**config.mk**
```make
export PLATFORM = sky130hd
export DESIGN_NAME = lsf_queue
export DESIGN_NICKNAME = d
export VERILOG_FILES = /design/src/design/lsf_queue.sv
export SDC_FILE = /design/constraint.sdc
export NUM_CORES = 1
export LEC_CHECK = 0
export BUFFER_PORTS_ARGS = -buffer_cell sky130_fd_sc_hd__buf_2
export CAP_MARGIN = 20
export CELL_PAD_IN_SITES_DETAIL_PLACEMENT = 1
export CELL_PAD_IN_SITES_GLOBAL_PLACEMENT = 2
export CORE_MARGIN = 2
export CORE_UTILIZATION = 25
export CTS_BUF_LIST = sky130_fd_sc_hd__clkbuf_16
export CTS_CLUSTER_DIAMETER = 150
export DETAILED_ROUTE_END_ITERATION = 12
export GPL_ROUTABILITY_DRIVEN = 0
export GPL_TIMING_DRIVEN = 0
export HOLD_SLACK_MARGIN = 0.05
export PLACE_DENSITY = 0.56
export REMOVE_ABC_BUFFERS = 1
export SLEW_MARGIN = 25
export SYNTH_ARGS = -nofsm -noshare
export SYNTH_HDL_FRONTEND = slang
export SYNTH_SLANG_ARGS = --single-unit
```
**constraint.sdc**
```tcl
create_clock -name clock -period 2.95 [get_ports clock]
set_input_delay 0.295 -clock clock [delete_from_list [all_inputs] [get_ports clock]]
set_output_delay 0.295 -clock clock [all_outputs]
set_load 0.1 [all_outputs]
```
**src/design/lsf_queue.sv**
```systemverilog
// Two-entry queue of sum snapshots between the front and back ends.
// Depends on nothing but its width parameter.
module lsf_queue #(
   parameter int W = 64
) (
   input  logic         clock,
   input  logic         reset,
   input  logic         push,
   input  logic [W-1:0] push_data,
   output logic         full,
   input  logic         pop,
   output logic         valid,
   output logic [W-1:0] pop_data
);

   logic [W-1:0] mem_ff [2];
   logic         wr_ff, wr_in, rd_ff, rd_in;
   logic [1:0]   fill_ff, fill_in;

   assign full     = (fill_ff == 2'd2);
   assign valid    = (fill_ff != 2'd0);
   assign pop_data = mem_ff[rd_ff];

   // Pointer and fill update.
   always_comb begin
      wr_in   = wr_ff ^ push;
      rd_in   = rd_ff ^ pop;
      fill_in = fill_ff + {1'b0, push} - {1'b0, pop};
   end

   always_ff @(posedge clock) begin
      if (push) begin
         mem_ff[wr_ff] <= push_data;
      end
   end

   always_ff @(posedge clock) begin
      if (reset) begin
         wr_ff   <= 1'b0;
         rd_ff   <= 1'b0;
         fill_ff <= 2'd0;
      end else begin
         wr_ff   <= wr_in;
         rd_ff   <= rd_in;
         fill_ff <= fill_in;
      end
   end

endmodule

```
==> flow_summary.yaml <==
worst_setup_path:
  cpLargestDelayFamily: "flip-flops"
  worstPathArrival_ps: 2180
  required_ps: 2650
  cp-end-kind: "primary output"
  crit_slowest_cell: "dfxtp_4"
  crit_chain: "buf_16 > mux2_2 > buf_2"
  path_max_fanout: 34
  crit_path_start_kind: "flop"
  cp_slowest_stage_delay_ps: 760
  critPathBufInv: 2
  critPathKind: "reg2out"
place:
  hpwl_mm: 6.42
  numPlacedInstances: 612
  io_buffers: 133
  pre_cts_slack_ps: 851
timing:
  slew_viol_final: 0
  hold_viol: 0
  fmax_mhz: 405
  fin_crit_sh: 0.838
  fin_setup_tns_ps: 0
  fin_skew_ps: 7.76
  worst_slack_ps: 478
  finalSetupViolCount: 0
  timing.final.crit_period_ps: 2470
  tightest_slew_ps: 634
  relSlewSlack: 0.578
  rsz0062_at_grt: "false"
route:
  routed_wl_mm: 9.97
  wl_per_cell_um: 15.3
  viasPerCell: 3.88
  drc: 0
  final_antenna_net_count: 0
  drtIter0Drc: 42
  drtPass1Iterations: 3
  num_vias: 2523
yosys:
  synthCells: 218
  avgSynthCellArea_sq_um: 23.1
  netlist_area_sq_um: 5030
  synth_cell_types: 13
  ys_ff_latch: 132
  ys_seq_area_frac: 0.780
  yosys_warnings: 0
die:
  die_area_sq_um: 21300
  core_region_area_sq_um: 19600
  die_y_um: 146
  rows: 51
  io_pins: 134
  start_util: 0.257
  dieWidth_um: 146
global_routing:
  overflow: 0
  grt_pass1_wl_mm: 15.8
  grt_max_degree: 35
  grt_pass1_vias: 2861
  grt_use_total: 0.0975
  antenna_found_initial: 0
pwr:
  leakagePower_nw: 2.65
  ir_drop_mv: 0.385
  seq_power_share: 0.378
  total_power_mw: 5.94
  p_sw_mw: 1.79
  power_frac_clock: 0.412
  p_int_mw: 4.14
  switching_share: 0.302
  cellPowerDensity_nw_per_um2: 873
  combPwrFrac: 0.210
clock_network:
  clock_sinks: 132
  ctsResizeCount: 0
  clockBufferDepth: 2
  h-tree-depth: 4
  cts_buffers: 17
  cts_setup_buffers: 0
  cts_root_buffer: "clkbuf_16"
  clkTransAtPathRegs_ps: 60
  clock_latency_ps: 410
  cts_tree: "done"
job:
  maxCapViolations: 0
final_layout:
  antenna_cells_inserted: 0
  fin_nets: 444
  final_util: 0.347
  n_fill_cell: 2018
  syn2layout_area_growth_pct: 35.2
  layout.cells.non_filler: 650
  drive_gt1_frac: 0.605
status:
  status: "complete, no violations"
min_path:
  hp-class: "in2reg"
==> cells in the final DEF, fill, tap and decap left out <==
master,instances
mux2_2,14
dfxtp_4,1
dlygate4sd3_1,6
or2_2,1
buf_2,133
edfxtp_1,128
buf_12,2
xnor3_1,1
ha_4,2
mux2_4,50
nor2_1,3
bufinv_16,7
clkbuf_16,17
inv_1,5
dfxtp_1,3
clkinvlp_4,2
xnor2_1,1
ha_1,2
clkinv_4,3
clkinv_1,1
nor2b_1,2
buf_16,1
==> metrics by stage <==
step	area [sq um]	hold WS [ps]
after floorplan	4950	362
after global placement	5950	482
after detailed placement	6050	487
after CTS	6800	51.2
after global routing	6800	53.6
final	6800	76.2
==> Yosys cell counts <==
cell type / count / area (sq um)
or2_2: 1 / 6.26
ha_1: 4 / 50.1
mux2_4: 50 / 751
xnor3_1: 1 / 22.5
xnor2_1: 1 / 8.76
nor2b_1: 2 / 12.5
dfxtp_1: 4 / 80.1
inv_1: 3 / 11.3
mux2_2: 14 / 158
buf_2: 1 / 5.00
nor2_1: 3 / 11.3
edfxtp_1: 128 / 3840
buf_6: 6 / 67.6
==> power groups by stage <==
stage,sequential [mW],clock (mW),combinational [mW]
3_5_place_dp,2.29,0,1.26
3_3_place_gp,2.32,0,1.24
5_1_grt,2.26,2.59,1.29
2_1_floorplan,2.29,0,1.04
4_1_cts,2.25,2.53,1.26
6_report,2.24,2.44,1.25
==> what timing repair did <==
item                                   CTS  global route
endpoints found under the hold margin    8             0
hold buffers                             6             0
setup endpoints to repair                0             0
==> logic make-up after synthesis <==
| kind of cell | count (synthesis) | share of synthesized area |
|---|---|---|
| DFF | 132 | 0.780 |
| buffers and inverters | 10 | 0.0167 |
| xor gates and xnor gates | 2 | 0.00622 |
| muxes | 64 | 0.181 |
| and+or+nand+nor | 6 | 0.00597 |
| adders and majority gates | 4 | 0.00996 |
==> worst register-to-register path, stage by stage, from the launching register on <==
cell	delay [ps]
dfxtp_1	330
inv_1	90
ha_4	460
buf_12	290
==> routing by layer <==
metal / wire, um / vias up / track usage / share of wire
met3: 678 / 6 / 0.0426 / 0.068
met1: 4190 / 1268 / 0.112 / 0.42
met2: 5010 / 79 / 0.164 / 0.50
met5: 0 / - / 0 / 0
met4: 89 / 0 / 0.0309 / 0.0089
li1: - / 1170 / - / -
==> layout make-up <==
| class | count | area, sq um | area share |
|---|---|---|---|
| Clock buffer | 17 | 425 | 0.0626 |
| Clock inverter | 15 | 263 | 0.0387 |
| Inverter | 3 | 11.3 | 0.00166 |
| Multi-Input combinational cell | 76 | 1040 | 0.154 |
| Sequential cell | 132 | 3930 | 0.578 |
| Tap cell | 265 | 332 | 0.0488 |
| Timing Repair Buffer | 142 | 793 | 0.117 |
==> state kept, by name (all words and copies together) (netlist names) <==
signal / cells
wr_ff: 1
rd_ff: 1
mem_ff: 128
fill_ff: 2
==> final timing paths <==
check	startpoint	endpoint	slack [ps]	cells past startpoint
worst max-delay path	rd_ff	pop_data[1]	480	3
worst min-delay path	push_data[22]	mem_ff[0][22]	80	1
worst max register to register	wr_ff	mem_ff[0][44]	1420	3
worst min register to register	wr_ff	wr_ff	610	3
(Power assumes the default switching activity.)
