===== src/design/lsf_front.sv =====
// Front end of the line fit: accumulates the sums one sample per cycle while the queue has room.
// Pushes a snapshot of the sums into the queue on the last sample.
// Depends on nothing but its parameters.
module lsf_front #(
   parameter int MAX_SAMPLES = 4096,
   parameter int SAMPLE_BITS = 16,
   parameter int CW          = 13,
   parameter int SXW         = 29,
   parameter int SQW         = 46,
   parameter int FW          = 13 + 2 * 29 + 3 * 46,
   parameter int REQ_W       = 32
) (
   input  logic             clock,
   input  logic             reset,
   input  logic             req_tvalid,
   output logic             req_tready,
   input  logic [REQ_W-1:0] req_tdata,
   input  logic             req_tlast,
   output logic             push,
   output logic [FW-1:0]    push_data,
   input  logic             queue_full
);

   logic        [CW-1:0]  count_ff, count_in;
   logic signed [SXW-1:0] sx_ff, sx_in, sy_ff, sy_in;
   logic signed [SQW-1:0] sxx_ff, sxx_in, sxy_ff, sxy_in, syy_ff, syy_in;
   logic signed [SAMPLE_BITS-1:0]   x, y;
   logic signed [2*SAMPLE_BITS-1:0] xx, xy, yy;
   logic        [CW-1:0]  count_nx;
   logic signed [SXW-1:0] sx_nx, sy_nx;
   logic signed [SQW-1:0] sxx_nx, sxy_nx, syy_nx;
   logic                  accept;

   assign req_tready = !queue_full;
   assign accept     = req_tvalid && req_tready;

   // Sample products for this word.
   always_comb begin
      x  = signed'(req_tdata[SAMPLE_BITS-1:0]);
      y  = signed'(req_tdata[2*SAMPLE_BITS-1:SAMPLE_BITS]);
      xx = x * x;
      xy = x * y;
      yy = y * y;
   end

   // Sums including this sample, unless the set is already full.
   always_comb begin
      count_nx = count_ff;
      sx_nx    = sx_ff;
      sy_nx    = sy_ff;
      sxx_nx   = sxx_ff;
      sxy_nx   = sxy_ff;
      syy_nx   = syy_ff;
      if (count_ff < CW'(MAX_SAMPLES)) begin
         count_nx = count_ff + 1'b1;
         sx_nx    = sx_ff + SXW'(x);
         sy_nx    = sy_ff + SXW'(y);
         sxx_nx   = sxx_ff + SQW'(xx);
         sxy_nx   = sxy_ff + SQW'(xy);
         syy_nx   = syy_ff + SQW'(yy);
      end
   end

   assign push      = accept && req_tlast;
   assign push_data = {count_nx, sx_nx, sy_nx, sxx_nx, sxy_nx, syy_nx};

   // Next sums: cleared after the last sample of a set.
   always_comb begin
      count_in = count_ff;
      sx_in    = sx_ff;
      sy_in    = sy_ff;
      sxx_in   = sxx_ff;
      sxy_in   = sxy_ff;
      syy_in   = syy_ff;
      if (accept) begin
         if (req_tlast) begin
            count_in = '0;
            sx_in    = '0;
            sy_in    = '0;
            sxx_in   = '0;
            sxy_in   = '0;
            syy_in   = '0;
         end else begin
            count_in = count_nx;
            sx_in    = sx_nx;
            sy_in    = sy_nx;
            sxx_in   = sxx_nx;
            sxy_in   = sxy_nx;
            syy_in   = syy_nx;
         end
      end
   end

   always_ff @(posedge clock) begin
      if (reset) begin
         count_ff <= '0;
         sx_ff    <= '0;
         sy_ff    <= '0;
         sxx_ff   <= '0;
         sxy_ff   <= '0;
         syy_ff   <= '0;
      end else begin
         count_ff <= count_in;
         sx_ff    <= sx_in;
         sy_ff    <= sy_in;
         sxx_ff   <= sxx_in;
         sxy_ff   <= sxy_in;
         syy_ff   <= syy_in;
      end
   end

endmodule


===== config.mk =====
export PLATFORM = sky130hd
export DESIGN_NAME = lsf_front
export DESIGN_NICKNAME = d
export VERILOG_FILES = /design/src/design/lsf_front.sv
export SDC_FILE = /design/constraint.sdc
export NUM_CORES = 2
export LEC_CHECK = 0
export BUFFER_PORTS_ARGS = -buffer_cell sky130_fd_sc_hd__buf_4
export CORE_UTILIZATION = 50
export CTS_CLUSTER_DIAMETER = 60
export DETAILED_ROUTE_END_ITERATION = 6
export PLACE_DENSITY = 0.67
export SYNTH_ARGS = -nofsm -noshare
export SYNTH_HDL_FRONTEND = slang
export SYNTH_SLANG_ARGS = --single-unit

===== constraint.sdc =====
create_clock -name clock -period 23 [get_ports clock]
set_input_delay 6.9 -clock clock [delete_from_list [all_inputs] [get_ports clock]]
set_output_delay 6.9 -clock clock [all_outputs]
set_load 0.005 [all_outputs]

==> results.py <==
metrics = {
    "grt": {
        "grt_max_degree": 88,
        "gr-total-overflow": 0,
        "grt_pass1_wl_mm": 215.3,
        "grt_pass1_vias": 40650,
        "antenna_found_initial": 1,
        "grtUsageTotal_pct": 26.70,
    },
    "worst_setup_path": {
        "cp_cell_sequence": "buf_4 > inv_1 > nor2_1 > fa_1 > inv_1 > fa_1 > fa_1 > fa_1 > inv_1 > fa_1 > inv_1 > fa_1 > inv_1 > ha_1 > nand2_1 > nor2_1 > nand4_1 > a2111oi_2 > nor2_1 > o21ai_0 > o21ai_0 > xnor2_1 > mux2_2 > buf_4",
        "crit_path_frequent_cell": "fa_1",
        "crit_path_end_kind": "primary output",
        "cp_slowest_cell": "a2111oi_2",
        "cp-start-kind": "primary input",
        "path_max_fanout": 29,
        "critPathKind": "in -> out",
        "worstPathArrival_ps": 15080,
        "worst-endpoint-required_ps": 16100,
        "slowest_delay_ps": 840,
    },
    "drt": {
        "drtIter0Drc": 2511,
        "antenna_left": 0,
        "dr.pass1.iters": 6,
        "num_vias": 38890,
        "wl_mm": 131.4,
        "drc": 0,
        "wl_per_cell_um": 18.34,
        "viasPerCell": 5.430,
    },
    "clocking": {
        "cts_hold_buffers": 0,
        "clockRootBuffer": "clkbuf_16",
        "htree_num_levels": 2,
        "ctsResizeCount": 0,
        "clock_sinks": 209,
        "cts_buffer_depth": 3,
        "clock_latency_ps": 640,
        "cts_buffers": 42,
        "clkTransAtPathRegs_ps": 50,
        "cts_tree": "built",
        "post_cts.repair.setup_buffers": 0,
    },
    "synthesis": {
        "synthTopCellsByArea": "fa_1 39%, ha_1 12%, inv_1 9.7%",
        "ys.flop_type": "dfxtp_1",
        "synth_area_per_cell_um2": 8.731,
        "synth_top_area_share_pct": 39.32,
        "synth_edf_count": 0,
        "syn_nets": 7276,
        "synth_area_mm2": 0.05040,
        "synthCells": 5773,
        "yosysUniqueCellTypes": 84,
        "yosysSeqAreaShare_pct": 8.301,
        "synth_top_cell_by_area": "fa_1",
        "async_reset_ff_share_pct": 0,
        "yosys_warnings": 0,
        "ys_seq_elements": 209,
    },
    "die": {
        "die_h_um": 319.5,
        "core_area_mm2": 0.1000,
        "rows": 116,
        "fp.dieW_um": 319.5,
        "ioPinCount": 248,
        "fp.dieArea_mm2": 0.1021,
        "start_util_pct": 50.40,
    },
    "hold_path": {
        "hold_path.class": "reg -> reg",
    },
    "timing": {
        "final.period_utilization_pct": 95.57,
        "worstMarginPinSlew_ps": 1253,
        "rsz0062_at_grt": "false",
        "finalHoldViolCount": 0,
        "drv_slew": 0,
        "setup_viol_count_final": 0,
        "fmax_mhz": 45.50,
        "min_period_ps": 21980,
        "slew_headroom_pct": 15.58,
        "skew_ps": 49.72,
        "fin_tns_setup_ps": 0,
    },
    "layout": {
        "final_layout_size_suffix_gt1_share_pct": 7.505,
        "multi_input_area_mm2": 0.04037,
        "final_common_cell": "inv_1",
        "syn_to_final_growth_pct": 8.273,
        "register_area_mm2": 0.004188,
        "final_cell_mix": "1306 x inv_1, 990 x fa_1, 614 x nand2_1",
        "n_fill_cell": 9167,
        "nets": 7333,
    },
    "place": {
        "dp_hpwl_mm": 101.9,
        "port-buffer-count": 247,
        "routabilityCongestion": 0.9352,
    },
    "job": {
        "max_cap_viol_count": 0,
    },
    "run_status": {
        "status": "finished, final reports clean",
    },
}
==> stage by stage <==
stage	cell area (um2)	utilization [%]	setup slack, ps	std cells	hold WS (ps)
6_report	54570	54.57	1020	7162	466.9
5_1_grt	54570	54.57	592.1	7161	501.2
4_1_cts	54570	54.57	1149	7161	471.2
3_5_place_dp	53140	53.14	1182	7084	465.5
3_3_place_gp	53140	53.14	1231	7084	458.2
2_1_floorplan	50400	-	2114	5773	446.4
==> cell type report <==
class / instances / share of cell area [%]
antenna: 1 / 0.004585
clock buffer: 48 / 2.004
clock inverter: 29 / 0.6121
inverter: 1311 / 9.019
multi-input combinational: 3994 / 73.96
sequential: 209 / 7.673
tap: 1298 / 2.976
timing repair buffer: 272 / 3.748
==> routing by layer <==
metal	up-vias	part of all wire [%]	global-route usage, %
li1	18060	-	-
met1	19720	42	35.18
met2	949	49	44.88
met3	162	5.8	4.008
met4	0	3.3	8.985
met5	-	0	0
==> logic make-up after synthesis <==
family / after synthesis / share of synthesized area (%)
fa+ha+maj: 1466 / 51.14
buf+inv: 1570 / 11.70
compound gates: 935 / 12.25
xor+xnor: 219 / 3.805
simple gates: 1333 / 11.90
mux: 41 / 0.9110
flops: 209 / 8.301
==> state kept, by name, indices dropped and copies added (netlist names) <==
register  cells
count_ff     13
syy_ff       46
sxy_ff       46
sxx_ff       46
sx_ff        29
sy_ff        29
==> synth_stat cells, types with 5 or more instances <==
| library cell | count |
|---|---|
| o211ai_1 | 15 |
| a22o_1 | 10 |
| inv_1 | 1306 |
| a22oi_1 | 130 |
| o21ai_1 | 11 |
| o31ai_1 | 16 |
| and3_1 | 18 |
| a21oi_1 | 173 |
| o21ai_0 | 260 |
| buf_1 | 18 |
| dfxtp_1 | 209 |
| a21boi_0 | 12 |
| o21a_1 | 23 |
| a41oi_1 | 7 |
| a21o_1 | 97 |
| xnor2_1 | 137 |
| or3_1 | 14 |
| a32o_1 | 10 |
| nand2b_1 | 30 |
| a211oi_1 | 21 |
| ha_1 | 476 |
| o21bai_1 | 30 |
| nand3_1 | 52 |
| and2_1 | 205 |
| or2_2 | 8 |
| nor3_1 | 21 |
| xor2_1 | 82 |
| mux2i_1 | 5 |
| clkbuf_1 | 237 |
| a211o_1 | 12 |
| a31oi_1 | 16 |
| fa_1 | 990 |
| nand2_1 | 616 |
| a31o_2 | 22 |
| nor3b_1 | 6 |
| mux2_2 | 35 |
| nand4_1 | 29 |
| nor2b_1 | 31 |
| nor2_1 | 293 |
==> worst max-delay path: cells and delay by family <==
kind	cells	cell delay [ps]
XOR/XNOR	1	190
adder cells (fa/ha/maj)	7	3830
AO/OA/AOI/OAI	3	1490
multiplexers	1	280
AND/OR/NAND/NOR	5	1180
buffers and inverters	7	1180
==> final timing paths <==
path,from,end,slack (ps),cells past startpoint
worst min register to register,sx_ff[21]$_SDFFE_PP0P_,sx_ff[21]$_SDFFE_PP0P_,470,2
worst max register to register,sxy_ff[3]$_SDFFE_PP0P_,sxy_ff[23]$_SDFFE_PP0P_,16800,20
worst min-delay path,sx_ff[21]$_SDFFE_PP0P_,sx_ff[21]$_SDFFE_PP0P_,470,2
worst max-delay path,req_tdata[18],push_data[42],1020,24
Power is not shown: default switching activity piles up to over one toggle a cycle in this logic, so the estimate is an artifact.
